===== src/rtl/core/htfs_pkg.sv =====
// ----------------------------------------------------------------------------
// htfs_pkg
// Shared types, character constants and helpers for the hex telemetry frame
// serializer.
// ----------------------------------------------------------------------------
package htfs_pkg;

  localparam int unsigned VALUE_W  = 16;
  localparam int unsigned BYTE_W   = 8;
  localparam int unsigned IN_CHANS = 4;

  localparam logic [BYTE_W-1:0] CHAR_START = 8'h40;  // '@'
  localparam logic [BYTE_W-1:0] CHAR_SPACE = 8'h20;  // ' '
  localparam logic [BYTE_W-1:0] CHAR_END   = 8'h2A;  // '*'
  localparam logic [BYTE_W-1:0] CHAR_ZERO  = 8'h30;  // '0'
  localparam logic [BYTE_W-1:0] CHAR_A     = 8'h41;  // 'A'

  typedef struct packed {
    logic [VALUE_W-1:0] value_0;
    logic [VALUE_W-1:0] value_1;
    logic [VALUE_W-1:0] value_2;
    logic [VALUE_W-1:0] value_3;
  } req_t;

  typedef struct packed {
    logic [BYTE_W-1:0] tx_byte;
    logic              frame_end;
  } tx_t;

  // Uppercase ASCII for one nibble.
  function automatic logic [BYTE_W-1:0] hex_digit(input logic [3:0] nib);
    logic [BYTE_W-1:0] r;
    if (nib <= 4'd9) begin
      r = CHAR_ZERO + {4'd0, nib};
    end else begin
      r = CHAR_A + {4'd0, nib} - 8'd10;
    end
    return r;
  endfunction

endpackage


===== src/rtl/core/hex_telemetry_frame_serializer.sv =====
// ----------------------------------------------------------------------------
// hex_telemetry_frame_serializer
// Turns a request of sensor values into an ASCII telemetry frame, one byte
// per output transaction.
// ----------------------------------------------------------------------------
// Usage
//   Request channel (req_valid, req_ready, req_data): one transaction carries
//   four 16-bit sensor values. Up to two requests wait in a queue ahead of
//   the sequencer, so the sender is only held off when both entries are full.
//   Transmit channel (tx_valid, tx_ready, tx_data): one transaction per frame
//   byte. A frame is '@', four uppercase hex digits and a space for each
//   channel, a two-digit XOR checksum of the preceding bytes, and '*', which
//   carries frame_end. That is 5*NUM_CHANNELS+4 bytes, 24 at the default.
//   A request arriving at an idle block is written into the queue; the
//   sequencer then pops it and registers its '@' into the output stage,
//   and each further byte is registered as the one before it is taken.
//   Throughput: one byte per cycle while tx_ready stays high, set by the
//   single sequencer that walks the frame byte by byte.
//   Frames follow one another back to back.
//   Reset empties the request queue, returns the sequencer to idle and
//   drops tx_valid. When the receiver stalls, the output register holds
//   its byte and the sequencer waits; the queue keeps taking requests.
// ----------------------------------------------------------------------------
module hex_telemetry_frame_serializer #(
  parameter int unsigned NUM_CHANNELS = 4
) (
  input  logic           clk,
  input  logic           rst,
  input  logic           req_valid,
  output logic           req_ready,
  input  htfs_pkg::req_t req_data,
  output logic           tx_valid,
  input  logic           tx_ready,
  output htfs_pkg::tx_t  tx_data
);

  // Queue handshake between the front end and the sequencer.
  logic           q_valid;
  logic           q_pop;
  htfs_pkg::req_t q_data;

  // The front end only captures requests; all framing is done behind it.
  htfs_front u_front (
    .clk       (clk),
    .rst       (rst),
    .req_valid (req_valid),
    .req_ready (req_ready),
    .req_data  (req_data),
    .q_valid   (q_valid),
    .q_pop     (q_pop),
    .q_data    (q_data)
  );

  // The sequencer pops a request as it sends the opening '@', so the next
  // frame can begin the cycle after the closing '*' of the previous one.
  htfs_back #(
    .NUM_CHANNELS (NUM_CHANNELS)
  ) u_back (
    .clk      (clk),
    .rst      (rst),
    .q_valid  (q_valid),
    .q_pop    (q_pop),
    .q_data   (q_data),
    .tx_valid (tx_valid),
    .tx_ready (tx_ready),
    .tx_data  (tx_data)
  );

endmodule


===== src/rtl/core/htfs_front.sv =====
// ----------------------------------------------------------------------------
// htfs_front
// Request front end: accepts frame requests and holds them in a two-entry
// queue until the serializer takes them.
// ----------------------------------------------------------------------------
module htfs_front (
  input  logic           clk,
  input  logic           rst,
  input  logic           req_valid,
  output logic           req_ready,
  input  htfs_pkg::req_t req_data,
  output logic           q_valid,
  input  logic           q_pop,
  output htfs_pkg::req_t q_data
);

  htfs_pkg::req_t store [2];
  logic           wr_ptr;
  logic           rd_ptr;
  logic [1:0]     count;
  logic           push;
  logic           pop;

  assign req_ready = (count != 2'd2);
  assign q_valid   = (count != 2'd0);
  assign q_data    = store[rd_ptr];
  assign push      = req_valid && req_ready;
  assign pop       = q_pop && q_valid;

  always_ff @(posedge clk) begin
    if (push) begin
      store[wr_ptr] <= req_data;
    end
  end

  always_ff @(posedge clk) begin
    if (rst) begin
      wr_ptr <= 1'b0;
      rd_ptr <= 1'b0;
      count  <= 2'd0;
    end else begin
      if (push) begin
        wr_ptr <= ~wr_ptr;
      end
      if (pop) begin
        rd_ptr <= ~rd_ptr;
      end
      case ({push, pop})
        2'b10:   count <= count + 2'd1;
        2'b01:   count <= count - 2'd1;
        default: count <= count;
      endcase
    end
  end

endmodule


===== src/rtl/core/htfs_back.sv =====
// ----------------------------------------------------------------------------
// htfs_back
// Frame sequencer: takes a queued request and emits its frame one byte per
// cycle into a registered output stage, stalling while the receiver holds off.
// ----------------------------------------------------------------------------
module htfs_back #(
  parameter int unsigned NUM_CHANNELS = 4
) (
  input  logic           clk,
  input  logic           rst,
  input  logic           q_valid,
  output logic           q_pop,
  input  htfs_pkg::req_t q_data,
  output logic           tx_valid,
  input  logic           tx_ready,
  output htfs_pkg::tx_t  tx_data
);

  localparam int unsigned CH_W = (NUM_CHANNELS > 1) ? $clog2(NUM_CHANNELS) : 1;
  localparam logic [CH_W-1:0] LAST_CH = CH_W'(NUM_CHANNELS - 1);

  localparam logic [2:0] PH_IDLE  = 3'd0;
  localparam logic [2:0] PH_DATA  = 3'd1;
  localparam logic [2:0] PH_CK_HI = 3'd2;
  localparam logic [2:0] PH_CK_LO = 3'd3;
  localparam logic [2:0] PH_END   = 3'd4;

  localparam logic [2:0] DIG_SPACE = 3'd4;

  logic [htfs_pkg::VALUE_W-1:0] held_values [NUM_CHANNELS];
  logic [2:0]                   phase;
  logic [2:0]                   phase_next;
  logic [CH_W-1:0]              ch;
  logic [CH_W-1:0]              ch_next;
  logic [2:0]                   dig;
  logic [2:0]                   dig_next;
  logic [htfs_pkg::BYTE_W-1:0]  running_xor;
  logic [htfs_pkg::BYTE_W-1:0]  running_xor_next;
  logic                         advance;
  logic                         emit;
  logic                         load;
  htfs_pkg::tx_t                byte_out;
  logic [htfs_pkg::VALUE_W-1:0] cur_value;
  logic [3:0]                   nibble;

  assign advance   = !tx_valid || tx_ready;
  assign cur_value = held_values[ch];
  assign nibble    = 4'(cur_value >> {2'd3 - dig[1:0], 2'b00});
  assign q_pop     = load;

  always_comb begin
    phase_next       = phase;
    ch_next          = ch;
    dig_next         = dig;
    running_xor_next = running_xor;
    emit             = 1'b0;
    load             = 1'b0;
    byte_out         = '0;
    if (advance) begin
      unique case (phase)
        PH_IDLE: begin
          if (q_valid) begin
            load             = 1'b1;
            emit             = 1'b1;
            byte_out.tx_byte = htfs_pkg::CHAR_START;
            running_xor_next = htfs_pkg::CHAR_START;
            ch_next          = '0;
            dig_next         = 3'd0;
            phase_next       = PH_DATA;
          end
        end
        PH_DATA: begin
          emit = 1'b1;
          if (dig == DIG_SPACE) begin
            byte_out.tx_byte = htfs_pkg::CHAR_SPACE;
            dig_next         = 3'd0;
            if (ch == LAST_CH) begin
              phase_next = PH_CK_HI;
            end else begin
              ch_next = ch + CH_W'(1);
            end
          end else begin
            byte_out.tx_byte = htfs_pkg::hex_digit(nibble);
            dig_next         = dig + 3'd1;
          end
          running_xor_next = running_xor ^ byte_out.tx_byte;
        end
        PH_CK_HI: begin
          emit             = 1'b1;
          byte_out.tx_byte = htfs_pkg::hex_digit(running_xor[7:4]);
          phase_next       = PH_CK_LO;
        end
        PH_CK_LO: begin
          emit             = 1'b1;
          byte_out.tx_byte = htfs_pkg::hex_digit(running_xor[3:0]);
          phase_next       = PH_END;
        end
        PH_END: begin
          emit               = 1'b1;
          byte_out.tx_byte   = htfs_pkg::CHAR_END;
          byte_out.frame_end = 1'b1;
          phase_next         = PH_IDLE;
        end
        default: begin
          phase_next = PH_IDLE;
        end
      endcase
    end
  end

  // Channels above the four request fields are sent as zero.
  always_ff @(posedge clk) begin
    if (load) begin
      for (int i = 0; i < NUM_CHANNELS; i++) begin
        case (i)
          0:       held_values[i] <= q_data.value_0;
          1:       held_values[i] <= q_data.value_1;
          2:       held_values[i] <= q_data.value_2;
          3:       held_values[i] <= q_data.value_3;
          default: held_values[i] <= '0;
        endcase
      end
    end
  end

  always_ff @(posedge clk) begin
    if (emit) begin
      tx_data <= byte_out;
    end
  end

  always_ff @(posedge clk) begin
    if (rst) begin
      phase       <= PH_IDLE;
      ch          <= '0;
      dig         <= 3'd0;
      running_xor <= '0;
      tx_valid    <= 1'b0;
    end else begin
      phase       <= phase_next;
      ch          <= ch_next;
      dig         <= dig_next;
      running_xor <= running_xor_next;
      if (advance) begin
        tx_valid <= emit;
      end
    end
  end

endmodule


===== config.mk =====
export PLATFORM = sky130hd
export DESIGN_NAME = hex_telemetry_frame_serializer
export DESIGN_NICKNAME = d
export VERILOG_FILES = /design/src/rtl/core/htfs_pkg.sv /design/src/rtl/core/hex_telemetry_frame_serializer.sv /design/src/rtl/core/htfs_front.sv /design/src/rtl/core/htfs_back.sv
export SDC_FILE = /design/constraint.sdc
export NUM_CORES = 1
export LEC_CHECK = 0
export BUFFER_PORTS_ARGS = -buffer_cell sky130_fd_sc_hd__clkbuf_2
export CAP_MARGIN = 20
export CORE_MARGIN = 1
export CORE_UTILIZATION = 59
export CTS_CLUSTER_DIAMETER = 60
export DETAILED_ROUTE_END_ITERATION = 10
export GPL_TIMING_DRIVEN = 0
export PLACE_DENSITY = 0.78
export SLEW_MARGIN = 30
export SYNTH_ARGS = -nofsm -noshare
export SYNTH_HDL_FRONTEND = slang
export SYNTH_SLANG_ARGS = --single-unit

===== constraint.sdc =====
create_clock -name clk -period 6.55 [get_ports clk]
set_input_delay 0.3275 -clock clk [delete_from_list [all_inputs] [get_ports clk]]
set_output_delay 0.3275 -clock clk [all_outputs]
set_load 0.03 [all_outputs]

* Yosys cells after proc, flatten, opt, wreduce, memory -nomap -nowiden
Memory sizes are Yosys's and may differ from the RTL's. A register that Yosys moved wholly into a read port is not among the register bits.
Cells that the tools add are included.
** Word-level totals
- Flip-flop bits (word level) :: 30
- RAM bits :: 192
- Input port bits :: 68
- Output and inout bits :: 11
- Word-level logic and storage cells :: 94
- Memories :: 2
** Operators by class
- $add $sub $neg :: 14
- Order comparisons :: 3
- Eq/ne operators :: 13
- Shift-type cells :: 1
- Muxes and demuxes :: 36
- Bitwise operators :: 3
- Reduce and logical (&&, ||, !) cells :: 12
** Memories
- u_front.store :: words 2, bits a word 64, read ports 1, clocked after memory_dff 1, wr ports 1, line htfs_front.sv:17 : htfs_pkg::req_t store [2];
- u_back.held_values :: words 4, bits a word 16, read ports 1, clocked after memory_dff 1, wr ports 4, line htfs_back.sv:30 : logic [htfs_pkg::VALUE_W-1:0] held_values [NUM_CHANNELS];
** Operators with widths (number)
- 2-to-1 mux 8 bit :: 7
- one-hot mux 8 bit (5 select lines) :: 1
- adder 7 x 4 -> 8 bit, first input constant :: 3
- subtractor 8 x 4 -> 8 bit, second input constant :: 3
- adder 6 x 4 -> 7 bit, first input constant :: 3
- one-hot mux 8 bit (2 select lines) :: 1
- >> shifter 16 x 4 -> 4 bit :: 1
- 2-to-1 mux 3 bit :: 5
- <= comparator 4 bit, second input constant :: 3
- one-hot mux 3 bit (4 select lines) :: 1
- 2-to-1 mux 1 bit :: 11
- 2-to-1 mux 2 bit :: 5
- one-hot mux 2 bit (2 select lines) :: 2
- bitwise XOR 8 bit :: 1
- 2-to-1 mux 7 bit :: 1
- == test 3 x 2 -> 1 bit, second input constant :: 2
- == test 3 bit, second input constant :: 2
- != test 2 bit, second input constant :: 3
- one-hot mux 3 bit (2 select lines) :: 1
- nonzero test 2 bit :: 3
- AND reduction 5 bit :: 1
- adder 2 x 1 -> 2 bit, second input constant :: 2
- == test 2 bit, second input constant :: 2
- != test 2 x 1 -> 1 bit, second input constant :: 2
- other kinds (14) :: 16

* Depth between registers and ports, before layout
Gate-level depths: netlist (run 1).
- Depth after elaboration :: 10
- Mapped depth :: 12
- Depth with buffers taken out :: 10

* Hierarchy
Synthesis (run 1) repeated with hierarchy kept, for this count alone.
** Unflattened totals
- Cells, all modules :: 556
- Area, all modules :: 9080.0 um^2
** By module, submodules not included
- htfs_front :: instances 1, cells an instance 223, area each 4822.1 um^2, seq. area each 3943.8 um^2
- htfs_back :: instances 1, cells an instance 333, area each 4257.8 um^2, seq. area each 2522.4 um^2

* Worst setup path before layout (run 1)
OpenSTA, ideal clock, no wires.
- Path type :: flip-flop to flip-flop
- From :: register u_back.tx_valid
- To :: memory u_back.held_values[0][0] in the netlist's numbering (enable)
- Library setup time :: 0.565 ns
- Data arrival time :: 5.177 ns
- Required time :: 5.985 ns
- Slack :: 0.809 ns
- Stages on the path, launching flop included :: 4
- Buffers on the path :: 1
- Cell sequence :: dfxtp_1 -> nor2b_1 -> clkbuf_1 -> nor3_1
** RTL lines
- start, declared :: line htfs_back.sv:14 : output logic tx_valid,
- start signal, assigned :: line htfs_back.sv:145 : tx_valid <= emit;
- end, declared :: line htfs_back.sv:30

==> flow_metrics.env, run 1 <==
export IMPL_status="finished clean"
export IMPL_seqPwrFrac=0.452
export IMPL_cts_resized=0
export IMPL_setup_viol=0
export IMPL_rsz0062_at_grt="no"
export IMPL_dieArea_um2=15600
export IMPL_regToRegSetupSlack_ns=3.13
export IMPL_drt_iter0_markers=386
export IMPL_cp_start_kind="register"
export IMPL_p_leak_uw=0.00369
export IMPL_diodes=0
export IMPL_area_growth_pct=17.0
export IMPL_crit_arrival_ns=3.74
export IMPL_ant_nets=0
export IMPL_synth_edff_count=200
export IMPL_die_x_um=125
export IMPL_cts_buffers=22
export IMPL_synth_top_cell_by_area="edfxtp_1"
export IMPL_synth_top_flop_cell="edfxtp_1"
export IMPL_comb_power_share=0.274
export IMPL_grt_pass1_vias=5101
export IMPL_syn_nets=596
export IMPL_powerDensity_nw_per_um2=441
export IMPL_fmax_mhz=293
export IMPL_post_route_util=0.714
export IMPL_clkTransAtPathRegs_ns=0.06
export IMPL_cp_max_fo=10
export IMPL_holdPathStages=1
export IMPL_routed_wl_um=16900
export IMPL_timing_hold_ws_ns=0.0245
export IMPL_hold_start="req_data[42]"
export IMPL_clk_latency_ns=0.49
export IMPL_ys_ff_latch=223
export IMPL_drc=0
export IMPL_maxSlewHeadroom=0.364
export IMPL_port_buffers=76
export IMPL_syn_inst=520
export IMPL_cts_tree="yes"
export IMPL_ys_seq_area_frac=0.724
export IMPL_worst_pin_slew_ns=0.947
export IMPL_p_sw_frac=0.291
export IMPL_max_cap_violations=0
export IMPL_rr_endpoint="u_back.tx_data[2]"
export IMPL_fin_crit_sh=0.521
export IMPL_grt_pass1_wl_um=26600
export IMPL_finClkSkew_ns=0.00706
export IMPL_final_cell_count_no_fill=831
export IMPL_final_hold_viol_count=0
export IMPL_critical_path_class="register to register"
export IMPL_synthArstFlopShare=0
export IMPL_p_switching_uw=1340
export IMPL_grt_max_degree=40
export IMPL_clock_path_buffers=3
export IMPL_holdPathEnd="u_front.store[1][42]"
export IMPL_dp_hpwl_um=11100
export IMPL_die_h_um=125
export IMPL_fin_crit_ns=3.42
export IMPL_num_rows=44
export IMPL_grtUsageTotal=0.224
export IMPL_syn_area_um2=8940
export IMPL_ios=79
export IMPL_yosysWarnings=0
export IMPL_yosys_top_cells_area="edfxtp_1, mux2_2, dfxtp_1"
export IMPL_cp_required_ns=6.87
export IMPL_coreArea_um2=14600
export IMPL_ctsRootBufferMaster="clkbuf_16"
export IMPL_vdd_drop_max_uv=306
export IMPL_post_cts_buffers=0
export IMPL_numClockSinks=223
export IMPL_placed_cells_incl_taps=792
export IMPL_yosys_area_top_type_share=0.672
export IMPL_hold_path_class="primary input to register"
export IMPL_hold_buffers=0
export IMPL_synth_cell_types=61
export IMPL_end_kind="register"
export IMPL_rr_worst_depth=12
export IMPL_p_clk_frac=0.274
export IMPL_overflow=0
export IMPL_start_util=0.610
export IMPL_num_nets_final=708
export IMPL_drt_pass1_iter_count=7
export IMPL_intPower_uw=3270
export IMPL_ctsHtreeMaxLevel=1
export IMPL_synthTopCellsByCount="edfxtp_1, mux2_2, a21oi_1"
export IMPL_fin_area_um2=10500
export IMPL_routed_via_density=5.88
export IMPL_drive_gt1_frac=0.331
export IMPL_synth_most_common_cell="edfxtp_1"
export IMPL_gp_congestion=0.819
export IMPL_syn_avg_cell_area_um2=17.2
export IMPL_postPlaceCellArea_um2=9730
export IMPL_wl_per_cell_um=20.3
export IMPL_vias=4884
export IMPL_drv_slew=0
export IMPL_antenna_found_initial=0
per-stage QoR:
step / TNS, ns / worst slack, ns / power [µW]
final: 0 / 3.13 / 4610
after floorplan: 0 / 0.809 / 2970
after global placement: -66.23 / -1.04 / 3280
after CTS: 0 / 3.15 / 4630
after global routing: 0 / 2.99 / 4820
after detailed placement: 0 / 3.16 / 3370
worst max-delay path, stage by stage (launching register included):
cell	delay [ns]
dfxtp_1	0.32
buf_6	0.17
buf_12	0.17
mux4_1	0.59
nand3_1	0.12
and4_4	0.26
inv_2	0.07
ha_1	0.19
nor2_1	0.34
o211ai_2	0.24
and3_2	0.27
or2_1	0.26
o31ai_2	0.24
power by group through the flow:
stage / Sequential [µW] / Combinational (µW) / Clock, µW
finish: 2090 / 1260 / 1260
global route: 2110 / 1370 / 1340
CTS: 2090 / 1270 / 1280
detailed placement: 2110 / 1260 / 0
global placement: 2150 / 1130 / 0
floorplan: 2170 / 802 / 0
kinds of logic after synthesis:
kind of cell	Yosys count	synth area share
other	1	0.000420
AO/OA/AOI/OAI	69	0.0538
buffers and inverters	31	0.0186
adder cells (fa/ha/maj)	8	0.0112
flip-flops	223	0.724
multiplexers	87	0.134
XOR/XNOR	6	0.00588
AND/OR/NAND/NOR	95	0.0522
state kept, by name, summed over array words and instances (netlist names), named ones only:
register	cells
u_back.tx_valid	1
u_front.rd_ptr	1
u_back.running_xor	7
u_back.phase	3
u_back.dig	3
u_back.tx_data	8
u_front.store	128
u_front.wr_ptr	1
u_back.ch	2
u_back.held_values	64
u_front.count	2
layout by cell type, fill, tap and decap left out, types with 5 or more instances in the layout:
master and instances:
buf_4 9, nor3_1 6, edfxtp_1 200, clkbuf_1 22
nand3_1 10, nor2b_1 5, dfxtp_1 23, nand2_1 24
ha_1 8, inv_1 6, clkbuf_2 76, nand2b_1 6
a21oi_1 26, clkbuf_16 23, o21ai_0 8, mux4_1 10
mux2_2 66, mux4_2 6, nor2_1 24
per-layer routing:
layer  part of all wire  vias to the layer above  track usage
li1                   -                     2262            -
met1               0.41                     2435        0.278
met2               0.52                      157        0.399
met3              0.048                       30       0.0402
met4              0.021                        0       0.0746
met5                  0                        -            0
worst max-delay path by stage:
stage / to / cells past startpoint
5_1_grt: u_back.tx_data[2] / 12
4_1_cts: u_back.tx_data[2] / 12
6_report: u_back.tx_data[2] / 12
3_5_place_dp: u_back.tx_data[2] / 12
3_3_place_gp: u_back.held_values[3][0] / 3
2_1_floorplan: u_back.held_values[0][0] / 3
cell type report:
cell class / instances / area (µm²)
sequential: 223 / 6470
fill: 916 / 4180
multi-input combinational: 266 / 2320
clock buffer: 30 / 612
timing repair buffer: 88 / 547
tap: 184 / 230
buffer: 23 / 136
clock inverter: 9 / 116
inverter: 8 / 30.0
Power figures use the tool's default switching activity.
==> run 2, diff against run 1 <==
==> constraint.sdc (replaced) <==
create_clock -name clk -period 3.6 [get_ports clk]
set_input_delay 0.18 -clock clk [delete_from_list [all_inputs] [get_ports clk]]
set_output_delay 0.18 -clock clk [all_outputs]
set_load 0.03 [all_outputs]
==> flow_metrics.env, run 2 (synthesized netlist as in run 1, its figures left out) <==
export IMPL_grt_pass1_vias=5569
export IMPL_seqPwrFrac=0.448
export IMPL_p_clk_frac=0.276
export IMPL_fin_crit_ns=3.32
export IMPL_postPlaceCellArea_um2=9720
export IMPL_clk_latency_ns=0.52
export IMPL_ios=79
export IMPL_multi_input_area_um2=2330
export IMPL_rsz0062_at_grt="no"
export IMPL_dieArea_um2=15600
export IMPL_coreArea_um2=14600
export IMPL_status="finished clean"
export IMPL_final_hold_viol_count=0
export IMPL_post_route_util=0.758
export IMPL_p_sw_frac=0.299
export IMPL_num_rows=44
export IMPL_largest_reg_flops=128
export IMPL_drv_slew=0
export IMPL_clkTransAtPathRegs_ns=0.06
export IMPL_cts_tree="yes"
export IMPL_timing_hold_ws_ns=0.0463
export IMPL_wl_met2_um=10000
export IMPL_die_x_um=125
export IMPL_ant_nets=0
export IMPL_worst_pin_slew_ns=0.998
export IMPL_critical_path_class="register to register"
export IMPL_fillers=817
export IMPL_vias=5229
export IMPL_post_cts_buffers=0
export IMPL_die_h_um=125
export IMPL_finClkSkew_ns=0.0115
export IMPL_diodes=0
export IMPL_drt_pass1_iter_count=7
export IMPL_grt_pass1_wl_um=29700
export IMPL_reg_largest_list="u_front.store x128, u_back.held_values x64, u_back.tx_data x8"
export IMPL_drc=0
export IMPL_largest_register="u_front.store"
export IMPL_highest_signal_layer="met4"
export IMPL_cp_required_ns=3.94
export IMPL_area_growth_pct=24.2
export IMPL_cts_buffers=23
export IMPL_port_buffers=76
export IMPL_routed_wl_um=18900
export IMPL_clock_path_buffers=3
export IMPL_hold_path_class="primary input to register"
export IMPL_final_cell_mix="edfxtp_1, clkbuf_2, mux2_2"
export IMPL_fmax_mhz=301
export IMPL_setup_viol=0
export IMPL_comb_power_share=0.277
export IMPL_overflow=0
export IMPL_p_switching_uw=2560
export IMPL_gp_congestion=0.827
export IMPL_p_leak_uw=0.00394
export IMPL_ctsHtreeMaxLevel=1
export IMPL_ctsRootBufferMaster="clkbuf_16"
export IMPL_vdd_drop_max_uv=466
export IMPL_grtUsageTotal=0.255
export IMPL_num_nets_final=770
export IMPL_start_util=0.610
export IMPL_cp_max_fo=10
export IMPL_cp_start_kind="register"
export IMPL_intPower_uw=5980
export IMPL_antenna_found_initial=0
export IMPL_max_cap_violations=0
export IMPL_powerDensity_nw_per_um2=769
export IMPL_grt_max_degree=42
export IMPL_crit_arrival_ns=3.67
export IMPL_drive_gt1_frac=0.301
export IMPL_routed_via_density=5.87
export IMPL_drt_iter0_markers=369
export IMPL_fin_crit_sh=0.923
export IMPL_final_common_cell="edfxtp_1"
export IMPL_fin_area_um2=11100
export IMPL_seq_area_um2=6470
export IMPL_wl_met1_um=7290
export IMPL_maxSlewHeadroom=0.335
export IMPL_end_kind="register"
export IMPL_numClockSinks=223
export IMPL_dp_hpwl_um=11200
export IMPL_routed_wl_met3_um=879
export IMPL_wl_per_cell_um=21.2
==> run 2: power groups by stage <==
stage | combinational [µW] | sequential [µW] | clock [µW]
after floorplan | 1470 | 3910 | 0
after global routing | 2540 | 3870 | 2470
after global placement | 2070 | 3860 | 0
after CTS | 2340 | 3800 | 2360
after detailed placement | 2270 | 3840 | 0
final | 2360 | 3820 | 2350
==> run 2: layer usage <==
layer	track usage	up-vias
li1	-	2392
met1	0.305	2578
met2	0.455	198
met3	0.0436	61
met4	0.111	0
met5	0	-
==> run 2: worst paths after layout <==
kind	start	endpoint	slack, ns	cells past startpoint
hold reg to reg	u_back.running_xor[4]	u_back.running_xor[4]	0.50	2
hold / removal	rst	u_back.tx_valid	0.05	2
setup / recovery	register	u_back.tx_data[2]	0.28	12
setup reg to reg	register	u_back.tx_data[2]	0.28	12
==> run 2: what timing repair did <==
item                                    in CTS  in global routing
gates resized for setup                      0                  1
endpoints found under the setup margin       0                  1
hold buffers                                64                  0
endpoints found under the hold margin      128                  0
==> run 2: cell type report <==
class,count,area share
timing repair buffer,149,0.105
multi-input combinational,266,0.210
buffer,23,0.0123
inverter,8,0.00271
sequential,223,0.583
tap,184,0.0207
clock inverter,10,0.0130
clock buffer,28,0.0535
==> run 2: through the flow <==
| stage | setup TNS [ns] | setup slack [ns] | instances | power, µW |
|---|---|---|---|---|
| finish | 0 | 0.277 | 891 | 8540 |
| global route | 0 | 0.0867 | 891 | 8880 |
| CTS | 0 | 0.168 | 891 | 8490 |
| detailed placement | 0 | 0.192 | 789 | 6110 |
| global placement | -16.36 | -0.263 | 780 | 5930 |
| floorplan | 0 | 0.439 | 520 | 5380 |
==> run 2: critical path, stage by stage, from the launching register on <==
cell and delay [ns]:
dfxtp_1 0.32, buf_6 0.16, buf_12 0.16, mux4_1 0.59, nand2_1 0.10, and4_4 0.27
inv_2 0.07, ha_1 0.20, nor2_2 0.24, o211ai_2 0.23, and3_2 0.29, or2_1 0.26
o31ai_2 0.24
==> run 3, diff against run 2 <==
--- a/config.mk
+++ b/config.mk
@@ -12,8 +12,10 @@
 export CTS_CLUSTER_DIAMETER = 60
 export DETAILED_ROUTE_END_ITERATION = 10
 export GPL_TIMING_DRIVEN = 0
-export PLACE_DENSITY = 0.78
+export PLACE_DENSITY_LB_ADDON = 0.08
+export REMOVE_ABC_BUFFERS = 1
 export SLEW_MARGIN = 30
 export SYNTH_ARGS = -nofsm -noshare
 export SYNTH_HDL_FRONTEND = slang
+export SYNTH_HIERARCHICAL = 1
 export SYNTH_SLANG_ARGS = --single-unit
==> flow_metrics.env, run 3 <==
export IMPL_status="finished clean"
export IMPL_worst_pin_slew_ns=0.689
export IMPL_grtUsageTotal=0.239
export IMPL_p_clk_frac=0.285
export IMPL_final_hold_viol_count=0
export IMPL_maxSlewHeadroom=0.540
export IMPL_routed_via_density=5.68
export IMPL_ant_nets=0
export IMPL_fin_crit_ns=3.48
export IMPL_start_util=0.615
export IMPL_drive_gt1_frac=0.304
export IMPL_drt_iter0_markers=383
export IMPL_drt_pass1_iter_count=6
export IMPL_gp_congestion=0.857
export IMPL_die_x_um=126
export IMPL_seq_area_um2=6480
export IMPL_synthArstFlopShare=0
export IMPL_cp_required_ns=4.02
export IMPL_area_growth_pct=23.1
export IMPL_wl_per_cell_um=20.1
export IMPL_cts_tree="yes"
export IMPL_synth_top_cell_by_area="edfxtp_1"
export IMPL_p_switching_uw=2740
export IMPL_num_nets_final=778
export IMPL_final_common_cell="edfxtp_1"
export IMPL_intPower_uw=6370
export IMPL_drc=0
export IMPL_seqPwrFrac=0.438
export IMPL_grt_pass1_vias=5350
export IMPL_ys_seq_area_frac=0.712
export IMPL_timing_hold_ws_ns=0.0338
export IMPL_syn_avg_cell_area_um2=16.3
export IMPL_critical_path_class="register to register"
export IMPL_cp_start_kind="register"
export IMPL_syn_inst=556
export IMPL_setup_viol=0
export IMPL_powerDensity_nw_per_um2=815
export IMPL_ys_ff_latch=223
export IMPL_multi_input_area_um2=2450
export IMPL_fmax_mhz=287
export IMPL_routed_wl_um=18100
export IMPL_dieArea_um2=15900
export IMPL_placed_cells_incl_taps=796
export IMPL_vdd_drop_max_uv=541
export IMPL_hold_path_class="primary input to register"
export IMPL_cp_num_buf_inv=1
export IMPL_vias=5126
export IMPL_cts_buffers=23
export IMPL_ctsRootBufferMaster="clkbuf_16"
export IMPL_finClkSkew_ns=0.0211
export IMPL_reg_largest_list="u_front/store x128, u_back/held_values x64, u_back/tx_data x8"
export IMPL_grt_max_degree=48
export IMPL_yosys_area_top_type_share=0.661
export IMPL_numClockSinks=223
export IMPL_end_kind="register"
export IMPL_cp_top_family="compound AO/OA/AOI/OAI gates"
export IMPL_p_sw_frac=0.301
export IMPL_die_h_um=126
export IMPL_dp_hpwl_um=10000
export IMPL_ios=79
export IMPL_grt_pass1_wl_um=28800
export IMPL_port_buffers=77
export IMPL_synth_top_flop_cell="edfxtp_1"
export IMPL_drv_slew=0
export IMPL_fin_crit_sh=0.967
export IMPL_path_cells="mux4_1 -> a22oi_1 -> and3_2 -> inv_1 -> ha_1 -> o21ai_0 -> a31oi_2 -> a311o_1 -> a32oi_1 -> mux2i_1"
export IMPL_rsz0062_at_grt="no"
export IMPL_synth_most_common_cell="edfxtp_1"
export IMPL_cp_max_fo=12
export IMPL_synth_cell_types=64
export IMPL_syn_area_um2=9080
export IMPL_ctsHtreeMaxLevel=1
export IMPL_synthTopCellsByCount="edfxtp_1, mux2_2, nor2_1"
export IMPL_fin_area_um2=11200
export IMPL_clk_latency_ns=0.50
export IMPL_synth_edff_count=200
export IMPL_final_cell_mix="edfxtp_1, clkbuf_2, mux2_2"
export IMPL_postPlaceCellArea_um2=9680
export IMPL_yosysWarnings=6
export IMPL_critPathSlowestCell="mux4_1"
export IMPL_clock_path_buffers=3
export IMPL_diodes=0
export IMPL_num_rows=44
export IMPL_post_route_util=0.757
export IMPL_max_cap_violations=0
export IMPL_largest_reg_flops=128
export IMPL_comb_power_share=0.277
export IMPL_fillers=886
export IMPL_critPathMaxStageDelay_ns=0.59
export IMPL_largest_register="u_front/store"
export IMPL_totalPowerFinal_uw=9100
export IMPL_crit_arrival_ns=3.89
export IMPL_clkTransAtPathRegs_ns=0.06
export IMPL_p_leak_uw=0.00399
export IMPL_overflow=0
export IMPL_coreArea_um2=14800
export IMPL_antenna_found_initial=0
export IMPL_final_cell_count_no_fill=902
export IMPL_yosys_top_cells_area="edfxtp_1, mux2_2, dfxtp_1"
==> run 3: cell types whose count changed after synthesis, moves of 4 or more <==
| cell | previous run | this run |
|---|---|---|
| mux4_1 | 10 | 3 |
| nand2_1 | 24 | 28 |
| a21oi_1 | 26 | 20 |
| clkbuf_1 | 16 | 10 |
| inv_1 | 6 | 13 |
| buf_2 | 1 | 7 |
| and3_1 | 3 | 9 |
| or3_1 | 2 | 6 |
| nor2_1 | 25 | 30 |
| mux2i_1 | 3 | 17 |
==> run 3: layout make-up <==
cell class,instances,share of cell area
sequential,223,0.580
multi-input combinational,295,0.219
timing repair buffer,146,0.102
clock buffer,25,0.0531
clock inverter,16,0.0216
tap,184,0.0206
inverter,13,0.00459
==> run 3: final timing paths <==
check | startpoint | endpoint | slack [ns] | cells after the start
worst min-delay path | req_valid | u_front/wr_ptr | 0.03 | 3
worst max register to register | register | u_back/running_xor[0] | 0.12 | 10
worst min register to register | u_back/running_xor[1] | u_back/running_xor[1] | 0.49 | 2
worst max-delay path | register | u_back/running_xor[0] | 0.12 | 10
==> run 3: cell families (layout without fill, tap and decap cells) <==
family	count (synthesis)	after routing	synth area share
mux	95	95	0.130
buf+inv	38	200	0.0204
compound gates	64	64	0.0502
xor+xnor	4	4	0.00386
flops	223	223	0.712
other cells	1	1	0.000413
simple gates	123	123	0.0717
fa+ha+maj	8	8	0.0110
==> run 3: repair_timing <==
item / in CTS / in global routing
buffers inserted: 1 / 0
resized for setup: 3 / 1
hold endpoints to repair: 128 / 0
endpoints found under the setup margin: 9 / 3
hold buffers: 64 / 0
==> run 3: tightest hold or removal path: cells and delay by family <==
family	cells	cell delay, ns
compound gates	2	0.19
buf+inv	1	0.12
==> run 3: through the flow <==
stage | worst slack, ns | setup TNS, ns
after global routing | 0.0295 | 0
after CTS | 0.0340 | 0
after global placement | -1.53 | -30.38
after floorplan | -0.136 | -0.315
after detailed placement | -0.280 | -1.14
final | 0.120 | 0
==> run 3: power by group through the flow <==
stage | Sequential, µW | Clock, µW | Combinational (µW)
after floorplan | 4110 | 0 | 1610
after global routing | 4060 | 2730 | 2740
after detailed placement | 4040 | 0 | 2430
after global placement | 4140 | 0 | 2250
final | 3990 | 2590 | 2520
after CTS | 3980 | 2610 | 2520
==> run 3: per-layer routing <==
metal	GRT usage	vias up	share of wire
met1	0.298	2513	0.41
met2	0.428	127	0.53
met5	0	-	0
li1	-	2451	-
met4	0.0702	0	0.018
met3	0.0408	35	0.045
